--- src/hw/rtl/dst_pkg.sv ---
// ----------------------------------------------------------------------------
// dst_pkg: shared definitions for the descriptor slot table
// table geometry, free-slot summary sizing, descriptor packing and reset tables
// ----------------------------------------------------------------------------
`default_nettype none

package dst_pkg;

  localparam int unsigned TABLE_ENTRIES  = 8192;
  localparam int unsigned RESERVED_SLOTS = 5;
  localparam int unsigned FLAT_COUNT     = 5;

  localparam int unsigned IDX_W       = $clog2(TABLE_ENTRIES);
  localparam int unsigned MAP_W       = (TABLE_ENTRIES / 2 < 64) ? TABLE_ENTRIES / 2 : 64;
  localparam int unsigned MAP_WORDS   = TABLE_ENTRIES / MAP_W;
  localparam int unsigned WORD_W      = $clog2(MAP_WORDS);
  localparam int unsigned BIT_W       = $clog2(MAP_W);

  localparam int unsigned SCAN_W      = 16;
  localparam int unsigned POS_W       = $clog2(SCAN_W);
  localparam int unsigned WORD_SLICES = (MAP_W + SCAN_W - 1) / SCAN_W;
  localparam int unsigned SLICE_W     = (WORD_SLICES > 1) ? $clog2(WORD_SLICES) : 1;
  localparam int unsigned GROUPS      = (MAP_WORDS + SCAN_W - 1) / SCAN_W;
  localparam int unsigned GROUP_W     = (GROUPS > 1) ? $clog2(GROUPS) : 1;

  localparam int unsigned FRESH_N = (RESERVED_SLOTS > FLAT_COUNT) ? RESERVED_SLOTS : FLAT_COUNT;
  localparam int unsigned FRESH_W = $clog2(FRESH_N);

  localparam int unsigned SEL_IDX_W = 13;
  localparam int unsigned LIMIT_W   = 20;

  localparam logic [7:0]         TSS_ACCESS  = 8'h89;
  localparam logic [3:0]         TSS_FLAGS   = 4'h0;
  localparam logic [LIMIT_W-1:0] LIMIT_RESET = 20'd103;

  typedef enum logic [1:0] {
    KIND_INSTALL   = 2'd0,
    KIND_UNINSTALL = 2'd1,
    KIND_LOOKUP    = 2'd2,
    KIND_NONE      = 2'd3
  } kind_e;

  typedef enum logic [2:0] {
    ST_IDLE,
    ST_GROUP,
    ST_WORD,
    ST_BITS,
    ST_READ,
    ST_DONE
  } state_e;

  typedef struct packed {
    logic             found;
    logic [POS_W-1:0] pos;
  } ffz_res_t;

  function automatic logic [63:0] pack_tss(logic [31:0] base, logic [LIMIT_W-1:0] limit);
    return {base[31:24], TSS_FLAGS, limit[19:16], TSS_ACCESS, base[23:0], limit[15:0]};
  endfunction

  function automatic logic [63:0] flat_word(logic [FRESH_W-1:0] slot);
    logic [63:0] w;
    unique case (slot)
      FRESH_W'(1): w = 64'h00CF_9A00_0000_FFFF;
      FRESH_W'(2): w = 64'h00CF_9200_0000_FFFF;
      FRESH_W'(3): w = 64'h00CF_F800_0000_FFFF;
      FRESH_W'(4): w = 64'h00CF_F200_0000_FFFF;
      default:     w = 64'h0;
    endcase
    return w;
  endfunction

  function automatic logic [MAP_W-1:0] reset_word(logic [WORD_W-1:0] w);
    logic [MAP_W-1:0] r;
    for (int unsigned b = 0; b < MAP_W; b++) begin
      r[b] = ((int'(w) * MAP_W + b) < RESERVED_SLOTS);
    end
    return r;
  endfunction

endpackage

`default_nettype wire

--- src/hw/rtl/dst_ffz.sv ---
// ----------------------------------------------------------------------------
// dst_ffz: find-first-zero unit
// returns the lowest clear bit of a 16-bit slice, shared by every search step
// ----------------------------------------------------------------------------
`default_nettype none

module dst_ffz (
  input  logic [dst_pkg::SCAN_W-1:0] bits_i,
  output dst_pkg::ffz_res_t          res_o
);

  always_comb begin
    res_o.found = 1'b0;
    res_o.pos   = '0;
    for (int i = dst_pkg::SCAN_W - 1; i >= 0; i--) begin
      if (!bits_i[i]) begin
        res_o.found = 1'b1;
        res_o.pos   = dst_pkg::POS_W'(i);
      end
    end
  end

endmodule

`default_nettype wire

--- config.mk ---
export PLATFORM = sky130hd
export DESIGN_NAME = dst_ffz
export DESIGN_NICKNAME = d
export VERILOG_FILES = /design/src/hw/rtl/dst_pkg.sv /design/src/hw/rtl/dst_ffz.sv
export SDC_FILE = /design/constraint.sdc
export NUM_CORES = 1
export LEC_CHECK = 0
export BUFFER_PORTS_ARGS = -buffer_cell sky130_fd_sc_hd__buf_2
export CORE_AREA = 4 4 41 43
export DETAILED_ROUTE_END_ITERATION = 8
export DIE_AREA = 0 0 45 47
export PLACE_DENSITY_LB_ADDON = 0.2
export SYNTH_ARGS = -nofsm -noshare
export SYNTH_HDL_FRONTEND = slang
export SYNTH_SLANG_ARGS = --single-unit
--- constraint.sdc ---
create_clock -name vclk -period 0.8
set_input_delay 0.08 -clock vclk [all_inputs]
set_output_delay 0.08 -clock vclk [all_outputs]
set_load 0.05 [all_outputs]
==> results of run 1 <==
-- cell usage after synthesis, drive strengths merged --
cell | n | area, µm²
nand2 | 5 | 18.8
o21ai | 4 | 20.0
inv | 3 | 11.3
nand3 | 3 | 15.0
nand4 | 3 | 18.8
nor2 | 3 | 11.3
a21oi | 2 | 10.0
and4 | 2 | 17.5
nor3 | 2 | 10.0
a22o | 1 | 8.76
a311o | 1 | 10.0
a31oi | 1 | 6.26
nor2b | 1 | 6.26
-- power groups by stage --
stage	Clock, mW	Sequential [mW]	Combinational [mW]
6_report	0	0	0.214
5_1_grt	0	0	0.232
4_1_cts	0	0	0.198
3_5_place_dp	0	0	0.166
3_3_place_gp	0	0	0.167
2_1_floorplan	0	0	0.0780
-- through the flow --
stage          hold slack, ns  TNS (ns)  std cells
3_3_place_gp            0.646     -1.33         73
3_5_place_dp            0.645     -1.34         73
2_1_floorplan           0.344    -0.292         31
6_report                0.597    -0.817         73
4_1_cts                 0.596    -0.890         73
5_1_grt                 0.607     -1.16         73
-- layer usage --
metal	routed length [µm]	vias to the layer above	global-route usage	part of all wire
met4	0	0	0	0
met2	341	15	0.119	0.45
met3	68	0	0.00766	0.091
met5	0	-	0	0
li1	-	174	-	-
met1	341	137	0.108	0.45
-- how the worst max path moves through the flow --
stage,slack [ns],startpoint,end
global placement,-0.37,bits_i[14],res_o[0]
global route,-0.28,bits_i[10],res_o[0]
finish,-0.24,bits_i[10],res_o[0]
CTS,-0.31,bits_i[10],res_o[0]
floorplan,-0.1,bits_i[11],res_o[4]
detailed placement,-0.37,bits_i[14],res_o[0]
-- logic make-up after synthesis --
group                  share of synthesized area
and+or+nand+nor                            0.595
AOI/OAI and AO/OA                          0.336
buffers and inverters                     0.0687
-- timing repair --
action	CTS	global route
endpoints found under the setup margin	5	5
hold endpoints to repair	0	0
buffers inserted	0	0
resized for setup	18	8
pin swaps	6	5
-- cell type report --
class | instances | area, µm² | area share
Timing Repair Buffer | 27 | 228 | 0.501
Multi-Input combinational cell | 28 | 196 | 0.433
Tap cell | 15 | 18.8 | 0.0413
Inverter | 3 | 11.3 | 0.0248
-- worst min-delay path, delay by kind of cell --
| kind | cells | cell delay, ns |
|---|---|---|
| simple gates | 1 | 0.17 |
| buf+inv | 2 | 0.26 |
==> flow_summary.json, run 1 <==
{
  "outcome": "finished, violations left",
  "violations": "negative setup slack",
  "drv_cap": 0,
  "syn-num-nets": 47,
  "start_util": 0.126,
  "holdPathEnd": "res_o[1]",
  "slowest_stage": "a311o_1",
  "crit_path_max_incr_delay_ns": 0.28,
  "power_uw": 214,
  "irDropWorstVdd_v": 0.000208,
  "fin_util": 0.349,
  "place_ws_ns": -0.372,
  "rsz0062_at_grt": "true",
  "io_pins": 21,
  "fmax_ghz": 0.957,
  "clkbuf_count": 0,
  "hold_violations": 0,
  "seq_cell_count": 0,
  "p_comb_frac": 1.000,
  "required_ns": 0.72,
  "swShare": 0.474,
  "grt_pass1_wl_um": 1240,
  "post_drt_wl_per_cell_um": 10.3,
  "holdPathStages": 3,
  "antenna_found_initial": 0,
  "seq_area_frac_synth": 0,
  "die_x_um": 45,
  "port_buffers": 21,
  "grt_pass1_vias": 315,
  "critical_path.endpoint_type": "primary output",
  "grt_start_max_net_pins": 5,
  "routed_wl_um": 751,
  "drive_above_1_share": 0.621,
  "critPathArrivalTime_ns": 0.96,
  "fill_cells": 146,
  "slew_violations": 0,
  "core_um2": 1300,
  "vias_per_cell": 4.47,
  "slew_headroom": 0.832,
  "grt_usage": 0.0724,
  "intPower_uw": 113,
  "final_cell_mix": "buf_2, buf_6, buf_4",
  "crit_chain": "buf_6, nor2b_4, a311o_1, a22o_4, buf_8",
  "drt_iter0_markers": 9,
  "p_per_area_nw_per_um2": 472,
  "dieArea_um2": 2120,
  "synth_cell_types": 14,
  "cp.buffers_inverters": 2,
  "worst_pin_slew_ns": 0.251,
  "dp_hpwl_um": 645,
  "regArea_um2": 0,
  "critical_path.max_fanout": 3,
  "min_period_ns": 1.04,
  "seqPwrFrac": 0,
  "drc": 0,
  "crit_type": "input pin to primary output",
  "syn-instance-count": 31,
  "p_leak_nw": 0.207,
  "cp.depth": 5,
  "first_pass_iters": 4,
  "rows": 13,
  "min_from": "bits_i[0]",
  "nNetsFinal": 76,
  "period_share": 1.31,
  "hold_path_class": "input pin to primary output",
  "ant_nets": 0,
  "crit_path_start_kind": "input pin",
  "avgSynthCellArea_um2": 5.29,
  "crit_family": "compound AO/OA/AOI/OAI gates",
  "synth_area_um2": 164,
  "final_common_cell": "buf_2",
  "place.gp.congestion": 0.635,
  "placed_cell_area_um2": 360,
  "cts-hold-fix-buffers": 0,
  "postLayoutCellArea_um2": 454,
  "p_sw_uw": 102,
  "yosys_warnings": 0,
  "setup_viol": 5,
  "fp.dieH_um": 47,
  "n_antenna_cell": 0,
  "timing.final.ws_setup_ns": -0.245,
  "globalRouteOverflowTotal": 0,
  "clockPowerShare": 0,
  "area_growth_pct": 177,
  "vias": 326
}
(Power assumes the default switching activity.)
==> run 2: changes to the inputs <==
--- a/config.mk
+++ b/config.mk
@@ -9,7 +9,7 @@
 export CORE_AREA = 4 4 41 43
 export DETAILED_ROUTE_END_ITERATION = 8
 export DIE_AREA = 0 0 45 47
-export PLACE_DENSITY_LB_ADDON = 0.2
+export PLACE_DENSITY = 0.36
 export SYNTH_ARGS = -nofsm -noshare
 export SYNTH_HDL_FRONTEND = slang
 export SYNTH_SLANG_ARGS = --single-unit
==> run 2 against run 1 <==
Net effect:
- the flow still finishes with violations (negative setup slack)
- sequential cell count unchanged
- utilization up 6.3 points
- critical path depth did not move
- global-route usage is 1.6 points higher
- hold slack got worse by 0.031 ns
- design area increased by 18%
- via count up 4.9%
- combinational power increased by 15%
- largest cell class unchanged
- largest power group unchanged
==> flow_summary.json, run 2 (synthesis gave the netlist of run 1 again) <==
{
  "worst_pin_slew_ns": 0.223,
  "min_period_ns": 1.05,
  "grt_pass1_wl_um": 1480,
  "antenna_found_initial": 0,
  "vias": 342,
  "slowest_stage": "a311o_1",
  "start_util": 0.126,
  "io_pins": 21,
  "outcome": "finished, violations left",
  "violations": "negative setup slack",
  "n_antenna_cell": 0,
  "place.gp.congestion": 0.634,
  "drv_cap": 0,
  "power_uw": 247,
  "regArea_um2": 0,
  "slew_headroom": 0.850,
  "critPathArrivalTime_ns": 0.97,
  "drive_above_1_share": 0.661,
  "hold_violations": 0,
  "p_per_area_nw_per_um2": 461,
  "fin_util": 0.413,
  "drt_iter0_markers": 6,
  "holdPathEnd": "res_o[1]",
  "crit_type": "input pin to primary output",
  "setup_viol": 5,
  "period_share": 1.31,
  "post_drt_wl_per_cell_um": 11.2,
  "grt_usage": 0.0882,
  "globalRouteOverflowTotal": 0,
  "crit_path_start_kind": "input pin",
  "fmax_ghz": 0.956,
  "ant_nets": 0,
  "critical_path.endpoint_type": "primary output",
  "die_x_um": 45,
  "grt_pass1_vias": 355,
  "crit_path_frequent_cell": "buf_8",
  "crit_path_max_incr_delay_ns": 0.28,
  "holdPathStages": 3,
  "rsz0062_at_grt": "true",
  "final_common_cell": "buf_6",
  "routed_wl_um": 827,
  "grt_start_max_net_pins": 6,
  "seq_cell_count": 0,
  "port_buffers": 21,
  "irDropWorstVdd_v": 0.000231,
  "slew_violations": 0,
  "min_from": "bits_i[0]",
  "core_um2": 1300,
  "first_pass_iters": 4,
  "critical_path.max_fanout": 3,
  "clkbuf_count": 0,
  "required_ns": 0.72,
  "drc": 0,
  "dieArea_um2": 2120,
  "p_leak_nw": 0.239,
  "cts-hold-fix-buffers": 0,
  "hold_path_class": "input pin to primary output",
  "crit_chain": "buf_8, nor2b_4, a311o_1, a22o_4, buf_8",
  "rows": 13,
  "nNetsFinal": 77,
  "final_cell_mix": "buf_6, buf_4, buf_8",
  "fin_tns_setup_ns": -0.632,
  "timing.final.ws_setup_ns": -0.246,
  "vias_per_cell": 4.62,
  "fp.dieH_um": 47,
  "area_growth_pct": 227
}
## run 2: cell types whose count changed in the layout (fill, tap and decap cells not counted), moves of 2 or more
cell | previous run | this run
buf_6 | 8 | 10
buf_2 | 11 | 3
buf_4 | 5 | 8
buf_8 | 3 | 7
## run 2: final cells by class
class              count  area (µm²)
fillers              149         764
repair buffers        28         293
multi-input cells     28         214
well taps             15        18.8
inverters              3        11.3
## run 2: routing by layer
metal  share of wire  vias to the layer above  GRT usage
met5               0                        -          0
met4               0                        0          0
met3           0.073                        0    0.00383
met2            0.55                       16      0.164
met1            0.38                      151      0.119
li1                -                      175          -
## run 2: per-stage QoR
stage          hold WS (ns)  std cells  setup slack, ns  area, µm²
2_1_floorplan         0.344         31          -0.0993        191
3_3_place_gp          0.649         73           -0.375        360
3_5_place_dp          0.645         73           -0.375        360
4_1_cts               0.565         73           -0.312        483
5_1_grt               0.574         74           -0.283        537
6_report              0.566         74           -0.246        537
## run 2: worst max path at each step
stage	startpoint	to	slack, ns	cells after the start
floorplan	bits_i[11]	res_o[4]	-0.1	3
global placement	bits_i[14]	res_o[0]	-0.37	6
detailed placement	bits_i[14]	res_o[0]	-0.37	6
CTS	bits_i[10]	res_o[0]	-0.31	5
global route	bits_i[10]	res_o[0]	-0.28	5
finish	bits_i[10]	res_o[0]	-0.25	5
## run 2: worst max-delay path: cells and delay by family
family / cells / cell delay [ns]
and+or+nand+nor: 1 / 0.11
AOI/OAI and AO/OA: 2 / 0.53
buffers and inverters: 2 / 0.24
## run 2: power by group
group	internal, mW	switching (mW)
clock	0	0
combinational	0.142	0.105
sequential	0	0
## run 2: repair_timing
item | CTS | global route
gates resized for setup | 30 | 12
pin swaps | 9 | 10
setup buffers | 0 | 1
endpoints found under the setup margin | 5 | 5
==> run 3: changes to the inputs <==
--- a/config.mk
+++ b/config.mk
@@ -9,6 +9,8 @@
 export CORE_AREA = 4 4 41 43
 export DETAILED_ROUTE_END_ITERATION = 8
 export DIE_AREA = 0 0 45 47
+export GPL_TIMING_DRIVEN = 0
+export MAX_ROUTING_LAYER = met4
 export PLACE_DENSITY = 0.36
 export SYNTH_ARGS = -nofsm -noshare
 export SYNTH_HDL_FRONTEND = slang
==> run 3 against run 2 <==
Net effect:
- count of clock-buffer cells in the layout unchanged
- wire length decreased by 11%
- hold slack got worse by 0.051 ns
- global-route usage decreased by 1.2 points
- total power decreased by 12%
- sequential cell count unchanged
- first-iteration DRC count decreased by 100%
- non-clock buffer count decreased by 6
- the run still ends with negative setup slack left
- via count decreased by 8.5%
- largest cell class unchanged
- die area unchanged
==> flow_summary.json, run 3 (synthesis gave the netlist of run 1 again) <==
{
  "outcome": "finished, violations left",
  "violations": "negative setup slack",
  "port_buffers": 21,
  "met1_usage": 0.104,
  "grt_pass1_wl_um": 1250,
  "hold_violations": 0,
  "fmax_ghz": 0.958,
  "required_ns": 0.72,
  "seq_cell_count": 0,
  "grt_pass1_vias": 324,
  "grt_use_met2": 0.133,
  "final_cell_mix": "buf_6, nand2_1, buf_4",
  "slowest_stage": "a311o_1",
  "fp.dieH_um": 47,
  "rsz0062_at_grt": "true",
  "die_x_um": 45,
  "drive_above_1_share": 0.585,
  "cts-hold-fix-buffers": 0,
  "drt_iter0_markers": 0,
  "top_usage_layer": "met2",
  "grt_use_met3": 0.00383,
  "place.gp.congestion": 0.606,
  "dieArea_um2": 2120,
  "hold_slack_ns": 0.515,
  "routed_wl_um": 732,
  "area_growth_pct": 180,
  "grt_start_max_net_pins": 6,
  "rows": 13,
  "first_pass_iters": 1,
  "ant_nets": 0,
  "crit_path_max_incr_delay_ns": 0.28,
  "final_common_cell": "buf_6",
  "irDropWorstVdd_v": 0.000236,
  "seqPwrFrac": 0,
  "power_uw": 217,
  "critical_path.max_fanout": 3,
  "postLayoutCellArea_um2": 459,
  "worst_pin_slew_ns": 0.237,
  "swShare": 0.464,
  "globalRouteOverflowTotal": 0,
  "setup_viol": 5,
  "hold_path_class": "input pin to primary output",
  "post_drt_wl_per_cell_um": 10.8,
  "grt_usage": 0.0765,
  "start_util": 0.126,
  "antenna_found_initial": 0,
  "min_period_ns": 1.04,
  "nNetsFinal": 71,
  "regArea_um2": 0,
  "holdPathStages": 3,
  "p_per_area_nw_per_um2": 472,
  "holdPathEnd": "res_o[0]",
  "min_from": "bits_i[0]",
  "n_antenna_cell": 0,
  "p_comb_frac": 1.000,
  "critical_path.endpoint_type": "primary output",
  "p_leak_nw": 0.208,
  "timing.final.ws_setup_ns": -0.243,
  "crit_chain": "buf_6, nor2b_4, a311o_1, a22o_4, buf_8",
  "crit_type": "input pin to primary output",
  "period_share": 1.30,
  "crit_path_start_kind": "input pin",
  "fin_tns_setup_ns": -0.814,
  "clkbuf_count": 0,
  "intPower_uw": 116,
  "slew_violations": 0,
  "slew_headroom": 0.840,
  "dp_hpwl_um": 649,
  "drv_cap": 0,
  "placed_cell_area_um2": 315,
  "clockPowerShare": 0,
  "fin_util": 0.353,
  "core_um2": 1300,
  "vias": 313,
  "io_pins": 21,
  "drc": 0,
  "vias_per_cell": 4.60,
  "critPathArrivalTime_ns": 0.96,
  "p_sw_uw": 101
}
-- run 3: critical path, delay by kind of cell --
kind | cells | cell delay, ns
AND/OR/NAND/NOR | 1 | 0.11
AO/OA/AOI/OAI | 2 | 0.53
buffers and inverters | 2 | 0.24
-- run 3: power groups by stage --
stage               registers [mW]  clock network [mW]  logic [mW]
floorplan                        0                   0      0.0780
CTS                              0                   0       0.206
finish                           0                   0       0.217
global route                     0                   0       0.234
detailed placement               0                   0       0.151
global placement                 0                   0       0.152
-- run 3: what timing repair did --
item,CTS,global route
resized for setup,27,5
setup buffers,0,1
endpoints found under the hold margin,0,0
setup endpoints to repair,5,5
pin swaps,4,7
-- run 3: layer usage --
| metal | share of wire | vias to the layer above |
|---|---|---|
| met5 | 0 | - |
| met4 | 0 | 0 |
| met3 | 0.10 | 0 |
| met2 | 0.48 | 14 |
| met1 | 0.42 | 137 |
| li1 | - | 162 |
-- run 3: cell type report --
type                       instances  area [µm²]
fill                             155         842
inverter                           3        11.3
multi-input combinational         28         208
timing repair buffer              22         221
tap                               15        18.8
-- run 3: worst max path at each step --
stage / startpoint / end / cells after the start
global placement: bits_i[14] / res_o[0] / 6
CTS: bits_i[10] / res_o[0] / 5
global route: bits_i[10] / res_o[0] / 5
floorplan: bits_i[11] / res_o[4] / 3
finish: bits_i[10] / res_o[0] / 5
detailed placement: bits_i[14] / res_o[0] / 6
-- run 3: through the flow --
stage	cells	setup WS (ns)
4_1_cts	67	-0.318
5_1_grt	68	-0.279
3_3_place_gp	67	-0.387
3_5_place_dp	67	-0.395
2_1_floorplan	31	-0.0993
6_report	68	-0.243
